## src/design/ook_pulse_width_decoder_defines.svh

```systemverilog
// Assertion macros for the decoder RTL.
`ifndef OOK_PULSE_WIDTH_DECODER_DEFINES_SVH
`define OOK_PULSE_WIDTH_DECODER_DEFINES_SVH
`ifndef SYNTHESIS
`define OPWD_ASSERT(label, prop, msg) \
  label: assert property (@(posedge clk) disable iff (!rst_n) (prop)) else $error(msg);
`define OPWD_ASSERT_NEXT(label, trig, cons, msg) \
  label: assert property (@(posedge clk) disable iff (!rst_n) (trig) |=> (cons)) \
    else $error(msg);
`else
`define OPWD_ASSERT(label, prop, msg)
`define OPWD_ASSERT_NEXT(label, trig, cons, msg)
`endif
`endif

```

## src/design/opwd_pkg.sv

```systemverilog
`default_nettype none
package opwd_pkg;

  localparam int MAX_EDGES      = 128;
  localparam int INTERVAL_WIDTH = 16;
  localparam int IW             = INTERVAL_WIDTH;
  localparam int EDGE_AW        = $clog2(MAX_EDGES);
  localparam int PIW            = EDGE_AW + 1;

  localparam int TOL_W   = 7;
  localparam int MS_W    = 16;
  localparam int TICKS_W = 16;

  localparam int PW       = IW + TOL_W;
  localparam int QW       = PW - 6;
  localparam int BW       = IW + 2;
  localparam int PCT_DEN  = 100;
  localparam int PCT_HI   = 75;
  localparam int PCT_LO   = 25;
  localparam int BASE_SHIFT = 3;
  localparam int RS       = PW + 7;
  localparam longint unsigned RECIP = ((64'd1 << RS) + PCT_DEN - 1) / PCT_DEN;
  localparam int RECIP_W  = RS - 6;
  localparam int DW       = PW + RECIP_W;

  localparam int RESULT_LIMIT = 8;
  localparam int RLW          = $clog2(RESULT_LIMIT);
  localparam int NBW          = $clog2(MAX_EDGES / 16 + RESULT_LIMIT + 2);

  localparam int DATA_W  = 8;
  localparam int BIDX_W  = 6;
  localparam int BCNT_W  = 7;
  localparam int SYNC_W  = 16;

  localparam int IN_TDATA_W  = 40;
  localparam int OUT_TDATA_W = 40;
  localparam int CFG_IDX_W   = 2;
  localparam int CFG_DATA_W  = 16;

  localparam int IN_IVAL_LSB = 0;
  localparam int IN_PIN_BIT  = IN_IVAL_LSB + TICKS_W;
  localparam int IN_IDLE_LSB = IN_PIN_BIT + 1;

  localparam int OUT_BIDX_LSB = DATA_W;
  localparam int OUT_BCNT_LSB = OUT_BIDX_LSB + BIDX_W;
  localparam int OUT_SYNC_LSB = OUT_BCNT_LSB + BCNT_W;
  localparam int OUT_PAD_LSB  = OUT_SYNC_LSB + SYNC_W;

  localparam logic [TOL_W-1:0] TOL_RESET     = 7'd20;
  localparam logic [MS_W-1:0]  MIN_GAP_RESET = 16'd5;
  localparam logic [MS_W-1:0]  TIMEOUT_RESET = 16'd100;

  typedef enum logic [CFG_IDX_W-1:0] {
    REG_TOL     = 2'd0,
    REG_MIN_GAP = 2'd1,
    REG_TIMEOUT = 2'd2
  } reg_idx_t;

  typedef enum logic {
    CMD_EDGE = 1'b0,
    CMD_POLL = 1'b1
  } cmd_code_t;

  typedef enum logic [2:0] {
    OP_SYNC   = 3'd0,
    OP_HI     = 3'd1,
    OP_LO     = 3'd2,
    OP_HI_TOL = 3'd3,
    OP_LO_TOL = 3'd4
  } op_t;

  typedef struct packed {
    logic edge_upd;
    logic drop;
    logic start;
    logic mul;
    logic div;
    logic load;
    logic rd_b;
    logic shift;
    logic finish;
    logic emit_next;
    op_t  op;
  } dp_cmd_t;

  typedef struct packed {
    logic frame_open;
    logic frame_closed;
    logic timeout;
    logic sync_ok;
    logic pair_avail;
    logic pair_ok;
    logic out_last;
  } dp_sts_t;

  function automatic logic [BW-1:0] lo_bnd(input logic [IW-1:0] v, input logic [QW-1:0] d);
    logic [BW-1:0] ve;
    logic [BW-1:0] de;
    ve = BW'(v);
    de = BW'(d);
    return (de > ve) ? '0 : ve - de;
  endfunction

  function automatic logic [BW-1:0] hi_bnd(input logic [IW-1:0] v, input logic [QW-1:0] d);
    return BW'(v) + BW'(d);
  endfunction

  function automatic logic near(input logic [IW-1:0] x, input logic [BW-1:0] lb,
                                input logic [BW-1:0] ub);
    return (BW'(x) >= lb) && (BW'(x) <= ub);
  endfunction

endpackage
`default_nettype wire

```

## src/design/ook_pulse_width_decoder.sv

```systemverilog
`default_nettype none
// On-off keyed pulse-width decoder. Edge transactions (tuser 0) and polls that find nothing
// to decode are handled in the idle state. A poll on a closed frame runs a decode: a start
// step, then the sync check and the 75/25 percent bounds built through one shared multiply
// and reciprocal-divide unit (a multiply, a divide and a load step per term, five terms),
// then each interval pair read through the one read port of the interval RAM (up to 63
// pairs), a step to find the pairs used up (none when a pair fails to match), a step to
// close, and one result per cycle while out_tready is high. A sync mismatch drops the frame
// at the end of the sync term with no result.
// in_tready is low from the start of a decode until its last result is taken or the frame is
// dropped. cfg_ready is always high; write registers only between transactions. The interval
// RAM needs no clearing after reset.
`include "ook_pulse_width_decoder_defines.svh"
module ook_pulse_width_decoder (
  input  wire logic                                clk,
  input  wire logic                                rst_n,
  input  wire logic                                in_tvalid,
  output logic                                     in_tready,
  // [15:0] interval_ticks, [16] pin_high, [32:17] idle_ms, [39:33] zero
  input  wire logic [opwd_pkg::IN_TDATA_W-1:0]     in_tdata,
  // [0] command
  input  wire logic                                in_tuser,
  output logic                                     out_tvalid,
  input  wire logic                                out_tready,
  // [7:0] data_byte, [13:8] byte_index, [20:14] byte_count, [36:21] sync_ticks, [39:37] zero
  output logic      [opwd_pkg::OUT_TDATA_W-1:0]    out_tdata,
  output logic                                     out_tlast,
  input  wire logic                                cfg_valid,
  output logic                                     cfg_ready,
  input  wire logic [opwd_pkg::CFG_IDX_W-1:0]      cfg_index,
  input  wire logic [opwd_pkg::CFG_DATA_W-1:0]     cfg_data
);

  import opwd_pkg::*;

  dp_cmd_t             cmd;
  dp_sts_t             sts;
  logic [DATA_W-1:0]   data_byte;
  logic [BIDX_W-1:0]   byte_index;
  logic [BCNT_W-1:0]   byte_count;
  logic [SYNC_W-1:0]   sync_ticks;

  assign cfg_ready = 1'b1;

  opwd_ctrl u_ctrl (
    .clk        (clk),
    .rst_n      (rst_n),
    .in_tvalid  (in_tvalid),
    .in_command (in_tuser),
    .in_tready  (in_tready),
    .out_tvalid (out_tvalid),
    .out_tready (out_tready),
    .cmd        (cmd),
    .sts        (sts)
  );

  opwd_dp u_dp (
    .clk            (clk),
    .rst_n          (rst_n),
    .cfg_we         (cfg_valid && cfg_ready),
    .cfg_index      (cfg_index),
    .cfg_data       (cfg_data),
    .in_ival        (in_tdata[IN_IVAL_LSB +: TICKS_W]),
    .in_pin         (in_tdata[IN_PIN_BIT]),
    .in_idle        (in_tdata[IN_IDLE_LSB +: MS_W]),
    .cmd            (cmd),
    .sts            (sts),
    .out_data_byte  (data_byte),
    .out_byte_index (byte_index),
    .out_byte_count (byte_count),
    .out_sync_ticks (sync_ticks)
  );

  assign out_tdata = {(OUT_TDATA_W - OUT_PAD_LSB)'(0), sync_ticks, byte_count, byte_index,
                      data_byte};
  assign out_tlast = sts.out_last;

  `OPWD_ASSERT(a_one_side, !(in_tready && out_tvalid), "input and output active together")
  `OPWD_ASSERT_NEXT(a_more_results, out_tvalid && out_tready && !out_tlast, out_tvalid,
    "frame results stopped before last")
  `OPWD_ASSERT_NEXT(a_back_idle, out_tvalid && out_tready && out_tlast, in_tready,
    "not ready after last result")
  `OPWD_ASSERT_NEXT(a_decode_busy,
    in_tvalid && in_tready && (in_tuser == CMD_POLL) && sts.frame_closed, !in_tready,
    "decode poll did not start a decode")

endmodule
`default_nettype wire

```

## src/design/opwd_ram.sv

```systemverilog
`default_nettype none
module opwd_ram #(
  parameter int WIDTH = 16,
  parameter int DEPTH = 128
) (
  input  wire logic                     clk,
  input  wire logic                     we,
  input  wire logic [$clog2(DEPTH)-1:0] waddr,
  input  wire logic [WIDTH-1:0]         wdata,
  input  wire logic [$clog2(DEPTH)-1:0] raddr,
  output logic      [WIDTH-1:0]         rdata
);

  logic [WIDTH-1:0] mem_r [DEPTH];
  logic [WIDTH-1:0] rdata_r;

  always_ff @(posedge clk) begin
    if (we) begin
      mem_r[waddr] <= wdata;
    end
    rdata_r <= mem_r[raddr];
  end

  assign rdata = rdata_r;

endmodule
`default_nettype wire

```

## src/design/opwd_ctrl.sv

```systemverilog
`default_nettype none
module opwd_ctrl (
  input  wire logic              clk,
  input  wire logic              rst_n,
  input  wire logic              in_tvalid,
  input  wire logic              in_command,
  output logic                   in_tready,
  output logic                   out_tvalid,
  input  wire logic              out_tready,
  output opwd_pkg::dp_cmd_t      cmd,
  input  wire opwd_pkg::dp_sts_t sts
);

  import opwd_pkg::*;

  typedef enum logic [8:0] {
    S_IDLE   = 9'b000000001,
    S_MUL    = 9'b000000010,
    S_DIV    = 9'b000000100,
    S_LOAD   = 9'b000001000,
    S_PAIR_A = 9'b000010000,
    S_PAIR_B = 9'b000100000,
    S_PAIR_C = 9'b001000000,
    S_FINISH = 9'b010000000,
    S_EMIT   = 9'b100000000
  } state_t;

  state_t state_r, state_nxt;
  op_t    op_r, op_nxt;

  always_comb begin
    state_nxt  = state_r;
    op_nxt     = op_r;
    cmd        = '0;
    cmd.op     = op_r;
    in_tready  = 1'b0;
    out_tvalid = 1'b0;
    unique case (state_r)
      S_IDLE: begin
        in_tready = 1'b1;
        if (in_tvalid) begin
          if (in_command == CMD_EDGE) begin
            cmd.edge_upd = 1'b1;
          end else if (sts.frame_open && !sts.frame_closed) begin
            cmd.drop = sts.timeout;
          end else if (sts.frame_closed) begin
            cmd.start = 1'b1;
            op_nxt    = OP_SYNC;
            state_nxt = S_MUL;
          end
        end
      end
      S_MUL: begin
        cmd.mul   = 1'b1;
        state_nxt = S_DIV;
      end
      S_DIV: begin
        cmd.div   = 1'b1;
        state_nxt = S_LOAD;
      end
      S_LOAD: begin
        cmd.load  = 1'b1;
        state_nxt = S_MUL;
        unique case (op_r)
          OP_SYNC: begin
            if (!sts.sync_ok) begin
              cmd.drop  = 1'b1;
              state_nxt = S_IDLE;
            end
            op_nxt = OP_HI;
          end
          OP_HI:     op_nxt = OP_LO;
          OP_LO:     op_nxt = OP_HI_TOL;
          OP_HI_TOL: op_nxt = OP_LO_TOL;
          OP_LO_TOL: state_nxt = S_PAIR_A;
          default:   state_nxt = S_IDLE;
        endcase
      end
      S_PAIR_A: begin
        state_nxt = sts.pair_avail ? S_PAIR_B : S_FINISH;
      end
      S_PAIR_B: begin
        cmd.rd_b  = 1'b1;
        state_nxt = S_PAIR_C;
      end
      S_PAIR_C: begin
        if (sts.pair_ok) begin
          cmd.shift = 1'b1;
          state_nxt = S_PAIR_A;
        end else begin
          state_nxt = S_FINISH;
        end
      end
      S_FINISH: begin
        cmd.finish = 1'b1;
        state_nxt  = S_EMIT;
      end
      S_EMIT: begin
        out_tvalid = 1'b1;
        if (out_tready) begin
          if (sts.out_last) begin
            state_nxt = S_IDLE;
          end else begin
            cmd.emit_next = 1'b1;
          end
        end
      end
      default: state_nxt = S_IDLE;
    endcase
  end

  always_ff @(posedge clk) begin
    if (!rst_n) begin
      state_r <= S_IDLE;
      op_r    <= OP_SYNC;
    end else begin
      state_r <= state_nxt;
      op_r    <= op_nxt;
    end
  end

endmodule
`default_nettype wire

```

## src/design/opwd_dp.sv

```systemverilog
`default_nettype none
module opwd_dp (
  input  wire logic                               clk,
  input  wire logic                               rst_n,
  input  wire logic                               cfg_we,
  input  wire logic [opwd_pkg::CFG_IDX_W-1:0]     cfg_index,
  input  wire logic [opwd_pkg::CFG_DATA_W-1:0]    cfg_data,
  input  wire logic [opwd_pkg::TICKS_W-1:0]       in_ival,
  input  wire logic                               in_pin,
  input  wire logic [opwd_pkg::MS_W-1:0]          in_idle,
  input  wire opwd_pkg::dp_cmd_t                  cmd,
  output opwd_pkg::dp_sts_t                       sts,
  output logic      [opwd_pkg::DATA_W-1:0]        out_data_byte,
  output logic      [opwd_pkg::BIDX_W-1:0]        out_byte_index,
  output logic      [opwd_pkg::BCNT_W-1:0]        out_byte_count,
  output logic      [opwd_pkg::SYNC_W-1:0]        out_sync_ticks
);

  import opwd_pkg::*;

  logic [TOL_W-1:0]   tol_r;
  logic [MS_W-1:0]    min_gap_r;
  logic [MS_W-1:0]    timeout_r;

  logic               frame_open_r;
  logic               frame_closed_r;
  logic [EDGE_AW-1:0] edge_count_r;
  logic [IW-1:0]      sync_r;
  logic [IW-1:0]      end_r;

  logic [PW-1:0]      prod_r;
  logic [QW-1:0]      q_r;
  logic [IW-1:0]      hi_r;
  logic [IW-1:0]      lo_r;
  logic [BW-1:0]      hi_lb_r, hi_ub_r, lo_lb_r, lo_ub_r;

  logic [PIW-1:0]     pair_r;
  logic [IW-1:0]      a_r;
  logic [DATA_W-1:0]  acc_r;
  logic [2:0]         nbits_r;
  logic [NBW-1:0]     nbytes_r;
  logic [DATA_W-1:0]  byte_buf_r [RESULT_LIMIT];
  logic [NBW-1:0]     emit_idx_r;

  logic [IW-1:0]      ival;
  logic               gap_end;
  logic               ram_we;
  logic [EDGE_AW-1:0] ram_raddr;
  logic [IW-1:0]      ram_rdata;
  logic [PIW-1:0]     pair_p1;
  logic [IW-1:0]      base;
  logic [IW-1:0]      mul_v;
  logic [TOL_W-1:0]   mul_k;
  logic [DW-1:0]      recip_prod;
  logic               bit_one, bit_zero;
  logic [DATA_W-1:0]  acc_nxt;
  logic [NBW-1:0]     n_emit;

  assign ival    = IW'(in_ival);
  assign gap_end = (in_idle > min_gap_r) && in_pin;
  assign ram_we  = cmd.edge_upd && frame_open_r && !frame_closed_r;
  assign pair_p1 = pair_r + PIW'(1);
  assign ram_raddr = cmd.rd_b ? pair_p1[EDGE_AW-1:0] : pair_r[EDGE_AW-1:0];
  assign base    = sync_r >> BASE_SHIFT;

  opwd_ram #(
    .WIDTH (IW),
    .DEPTH (MAX_EDGES)
  ) u_store (
    .clk   (clk),
    .we    (ram_we),
    .waddr (edge_count_r),
    .wdata (ival),
    .raddr (ram_raddr),
    .rdata (ram_rdata)
  );

  always_comb begin
    unique case (cmd.op)
      OP_SYNC: begin
        mul_v = end_r;
        mul_k = tol_r;
      end
      OP_HI: begin
        mul_v = base;
        mul_k = TOL_W'(PCT_HI);
      end
      OP_LO: begin
        mul_v = base;
        mul_k = TOL_W'(PCT_LO);
      end
      OP_HI_TOL: begin
        mul_v = hi_r;
        mul_k = tol_r;
      end
      OP_LO_TOL: begin
        mul_v = lo_r;
        mul_k = tol_r;
      end
      default: begin
        mul_v = '0;
        mul_k = '0;
      end
    endcase
  end

  assign recip_prod = DW'(prod_r) * DW'(RECIP);

  assign bit_one  = near(a_r, hi_lb_r, hi_ub_r) && near(ram_rdata, lo_lb_r, lo_ub_r);
  assign bit_zero = near(a_r, lo_lb_r, lo_ub_r) && near(ram_rdata, hi_lb_r, hi_ub_r);
  assign acc_nxt  = {acc_r[DATA_W-2:0], bit_one};

  assign n_emit = (nbytes_r > NBW'(RESULT_LIMIT)) ? NBW'(RESULT_LIMIT) : nbytes_r;

  always_comb begin
    sts.frame_open   = frame_open_r;
    sts.frame_closed = frame_closed_r;
    sts.timeout      = in_idle > timeout_r;
    sts.sync_ok      = near(sync_r, lo_bnd(end_r, q_r), hi_bnd(end_r, q_r));
    sts.pair_avail   = pair_p1 < PIW'(edge_count_r);
    sts.pair_ok      = bit_one || bit_zero;
    sts.out_last     = (n_emit == '0) || ((emit_idx_r + NBW'(1)) == n_emit);
  end

  assign out_data_byte  = (n_emit == '0) ? '0 : byte_buf_r[emit_idx_r[RLW-1:0]];
  assign out_byte_index = BIDX_W'(emit_idx_r);
  assign out_byte_count = BCNT_W'(nbytes_r);
  assign out_sync_ticks = SYNC_W'(sync_r);

  always_ff @(posedge clk) begin
    if (!rst_n) begin
      tol_r     <= TOL_RESET;
      min_gap_r <= MIN_GAP_RESET;
      timeout_r <= TIMEOUT_RESET;
    end else if (cfg_we) begin
      case (cfg_index)
        REG_TOL:     tol_r     <= cfg_data[TOL_W-1:0];
        REG_MIN_GAP: min_gap_r <= cfg_data[MS_W-1:0];
        REG_TIMEOUT: timeout_r <= cfg_data[MS_W-1:0];
        default: ;
      endcase
    end
  end

  always_ff @(posedge clk) begin
    if (!rst_n) begin
      frame_open_r   <= 1'b0;
      frame_closed_r <= 1'b0;
      edge_count_r   <= '0;
      sync_r         <= '0;
      end_r          <= '0;
    end else if (cmd.drop || cmd.finish) begin
      frame_open_r   <= 1'b0;
      frame_closed_r <= 1'b0;
      edge_count_r   <= '0;
    end else if (cmd.edge_upd) begin
      if (frame_open_r && !frame_closed_r) begin
        if (edge_count_r < EDGE_AW'(MAX_EDGES - 1)) begin
          edge_count_r <= edge_count_r + EDGE_AW'(1);
        end
        if (gap_end) begin
          frame_closed_r <= 1'b1;
          end_r          <= ival;
        end
      end else if (!frame_open_r && gap_end) begin
        frame_open_r <= 1'b1;
        sync_r       <= ival;
      end
    end
  end

  always_ff @(posedge clk) begin
    if (cmd.mul) begin
      prod_r <= PW'(mul_v) * PW'(mul_k);
    end
    if (cmd.div) begin
      q_r <= QW'(recip_prod >> RS);
    end
    if (cmd.load) begin
      case (cmd.op)
        OP_HI: hi_r <= IW'(q_r);
        OP_LO: lo_r <= IW'(q_r);
        OP_HI_TOL: begin
          hi_lb_r <= lo_bnd(hi_r, q_r);
          hi_ub_r <= hi_bnd(hi_r, q_r);
        end
        OP_LO_TOL: begin
          lo_lb_r <= lo_bnd(lo_r, q_r);
          lo_ub_r <= hi_bnd(lo_r, q_r);
        end
        default: ;
      endcase
    end
    if (cmd.rd_b) begin
      a_r <= ram_rdata;
    end
  end

  always_ff @(posedge clk) begin
    if (cmd.start) begin
      pair_r   <= '0;
      acc_r    <= '0;
      nbits_r  <= '0;
      nbytes_r <= '0;
    end else if (cmd.shift) begin
      pair_r <= pair_r + PIW'(2);
      if (nbits_r == 3'd7) begin
        if (nbytes_r < NBW'(RESULT_LIMIT)) begin
          byte_buf_r[nbytes_r[RLW-1:0]] <= acc_nxt;
        end
        nbytes_r <= nbytes_r + NBW'(1);
        nbits_r  <= '0;
        acc_r    <= '0;
      end else begin
        nbits_r <= nbits_r + 3'd1;
        acc_r   <= acc_nxt;
      end
    end
    if (cmd.finish) begin
      emit_idx_r <= '0;
    end else if (cmd.emit_next) begin
      emit_idx_r <= emit_idx_r + NBW'(1);
    end
  end

endmodule
`default_nettype wire
```

## config.mk

```make
export PLATFORM = sky130hd
export DESIGN_NAME = ook_pulse_width_decoder
export DESIGN_NICKNAME = d
export VERILOG_FILES = /design/src/design/opwd_pkg.sv /design/src/design/ook_pulse_width_decoder.sv /design/src/design/opwd_ram.sv /design/src/design/opwd_ctrl.sv /design/src/design/opwd_dp.sv
export VERILOG_INCLUDE_DIRS = /design/src /design/src/design
export SDC_FILE = /design/constraint.sdc
export NUM_CORES = 2
export LEC_CHECK = 0
export ABC_AREA = 1
export BUFFER_PORTS_ARGS = -buffer_cell sky130_fd_sc_hd__buf_2
export CORE_ASPECT_RATIO = 1.2
export CORE_MARGIN = 5
export CORE_UTILIZATION = 60
export CTS_BUF_LIST = sky130_fd_sc_hd__clkbuf_2
export DETAILED_ROUTE_END_ITERATION = 16
export MAX_ROUTING_LAYER = met4
export PLACE_DENSITY = 0.85
export RECOVER_POWER = 100
export SETUP_SLACK_MARGIN = 0.1
export SYNTH_ARGS = -nofsm -noshare
export SYNTH_HDL_FRONTEND = slang
export SYNTH_HIERARCHICAL = 1
export SYNTH_SLANG_ARGS = --single-unit
```

## constraint.sdc

```tcl
create_clock -name clk -period 9.1 [get_ports clk]
set_clock_uncertainty 0.2 [all_clocks]
set_input_delay 1.365 -clock clk [delete_from_list [all_inputs] [get_ports clk]]
set_output_delay 1.365 -clock clk [all_outputs]
set_load 0.005 [all_outputs]
```

==> run metrics <==
dpl ws=roughly 2400 ps; # resized after CTS=0; Static Leak=~0.05 uW; Die Ht=499 um; WL final=~340 mm; core area=approximately 200000 um2; CTS tree=built; final period utilization=0.853; std cell rows=~180; most frequent cells in the layout=nand2_1 (2811), edfxtp_1 (2272), nand3_1 (2172); Root Driver=clkbuf_2; fin crit period=about 7800 ps; outcome=complete, but fails checks; Yosys reg bits=~2400; Multi-input gate area=around 43000 um2; RSZ-0062 raised after global routing=no; largest net degree at the start of global routing=a little over 200; Largest delay share family, worst path=buffers and inverters; largest stage delay on the critical path=2580 ps; Top cell by count, worst path=nand3_1; # Max-Cap Violations=60; H-tree depth=6; Final Hold Violating Endpoints=0; Tightest Hold Check Type=register to register; Critical Path Fanout Max=a little over 200; reg2reg start=u_ctrl/state_r[0]; Die Span X=418 um; Inst Count DP=approximately 14000; reg2reg path depth=15; num ports=between 100 and 150; Clk Latency, worst-skew pair=approximately 1900 ps; Ys Warns=6; Levels on crit path=15; most common cell after layout, fill and taps aside=nand2_1; CP endpoint kind=register; EDFF count, synth=around 2300; PwrDens=~150 nW/um2; die area=~210000 um2; GP Congestion=0.982; Seq/Total Area, Yosys=0.593; Setup Viol. Count Final=0; Port Buffers=93; crit path from=u_ctrl/state_r[0]; DR pass1 iterations=9; cts bufs inserted=575; min setup slack post-route=1340 ps; clk buf depth=4; Slew Viols, Final=between 2000 and 3000; routed len/inst=around 23 um; # nets final=12548; initial antenna violation count=12; critical path class=register to register; Clock Sinks=~2400; GRT Total Usage=0.328; Initial DRC Count=roughly 11000; filler cell count=about 15000; Netlist Area Pre-Place=~120000 um2; failing checks=capacitance limit, slew limit; Vias per Instance=6.07; reg-to-reg endpoint=u_dp/u_store/rdata[6]; Final Non-Filler Cells=roughly 15000; WP data required=about 11000 ps; total number of vias=89135; Syn Inst Count=11236; Critical Path, Cell by Cell=nor2_1 > nand2_1 > nor2_1 > nand3_1 > clkinvlp_2 > clkbuf_1 > buf_12 > nand2_1 > nand3_1 > nand3_1 > nand3_1 > nand3_1 > nand3_1 > nand3_1 > nand2_1; hold_ws=between 200 and 250 ps; Area Overhead vs Synth=6.43%; slowest CP cell=clkbuf_1; CP Capture Point=u_dp/u_store/rdata[6]; vias in the first global route=88603; Peak VDD IR=about 0.00015 V; synthesized area per cell=10.7 um2; WP buf/inv=3; startpoint types=register; Final HPWL DP=approximately 220 mm; async set-reset flop share out of synthesis=0; grt total ovfl=0; Routed Antenna Nets=0; DRC Markers=0; Netlist cell types=68; Initial Utilization=0.604; Reg2Reg Setup Slack=~1300 ps; share of cells above drive strength 1=0.0917; CP Data Arrival Time=between 9000 and 10000 ps; Final TNS setup=0 ps; fmax=roughly 0.13 GHz; Clk pin slew, worst setup/hold paths=about 110 ps; first-pass GRT wire length=~510 mm; Slew headroom=-2.62; FF+latch area=slightly above 70000 um2; Worst-Margin Slew=roughly 5400 ps; Post-synth top flop=edfxtp_1
synth_stat cells (25+ instances only):
cell type,n,area [um2]
a21o_1,28,210
o21bai_1,31,233
nor2_1,616,2310
clkbuf_1,120,450
buf_6,25,282
buf_2,272,1360
ha_1,584,7310
edfxtp_1,2272,68200
inv_1,854,3210
buf_4,73,548
xor2_1,93,815
nor3_1,61,305
nand4_1,48,300
dfxtp_1,138,2760
buf_1,42,158
nand2_1,2809,10500
o21ai_0,189,946
nand3_1,2169,10900
fa_1,270,5410
a21oi_1,302,1510
flip-flops by register name, indices dropped and copies added, names as in the netlist, 17 cells and up, named ones only:
name                cells
u_dp/byte_buf_r        64
u_dp/prod_r            23
u_dp/hi_lb_r           18
u_dp/lo_lb_r           18
u_dp/hi_ub_r           18
u_dp/q_r               17
u_dp/lo_ub_r           18
u_dp/u_store/mem_r   2048
area by class of cell:
cell class	count	area share
repair buffers	346	0.0157
well taps	2624	0.0258
flip-flops and latches	2410	0.557
inverters	877	0.0262
clock buffers	866	0.0340
diodes	18	0.000353
clock inverters	126	0.00673
multi-input cells	7420	0.334
power by group:
group	internal (uW)	total, uW	leakage, uW	switching [uW]
logic	93.2	409	0.0254	316
registers	12100	12200	0.0215	32.0
clock network	2880	7100	0.00403	4230
stage by stage:
step	power [uW]	instance area (um2)	utilization
after floorplan	12500	120000	-
after global placement	12800	122000	0.617
after detailed placement	12800	122000	0.617
after CTS	19800	128000	0.646
after global routing	20400	127000	0.642
final	19700	127000	0.642
layer usage:
| metal | up-vias | routed length [um] | global-route usage |
|---|---|---|---|
| li1 | 39814 | - | - |
| met1 | 42295 | 118000 | 0.389 |
| met2 | 5768 | 165000 | 0.532 |
| met3 | 1258 | 34000 | 0.0627 |
| met4 | 0 | 21900 | 0.183 |
| met5 | - | 0 | - |
logic make-up after synthesis:
kind of cell,Yosys count,share of synthesized area
XOR/XNOR,104,0.00761
flip-flops,2410,0.593
adder cells (fa/ha/maj),854,0.106
other,3,0.0000940
buffers and inverters,1412,0.0512
AO/OA/AOI/OAI,670,0.0339
AND/OR/NAND/NOR,5783,0.208
worst min-delay path by stage:
stage                           from                end  cells past startpoint
2_1_floorplan  u_dp/u_store/rdata[0]        u_dp/a_r[0]                      0
3_3_place_gp   u_dp/u_store/rdata[0]        u_dp/a_r[0]                      0
3_5_place_dp   u_dp/u_store/rdata[0]        u_dp/a_r[0]                      0
4_1_cts                  cfg_data[5]  u_dp/min_gap_r[5]                      4
5_1_grt                  cfg_data[7]  u_dp/min_gap_r[7]                      4
6_report       u_dp/u_store/rdata[0]        u_dp/a_r[0]                      0
repair_timing:
action                    4_1_cts  5_1_grt
hold endpoints to repair     1022        0
hold buffers                   57        0
buffers inserted                0        0
(Power assumes the default switching activity.)
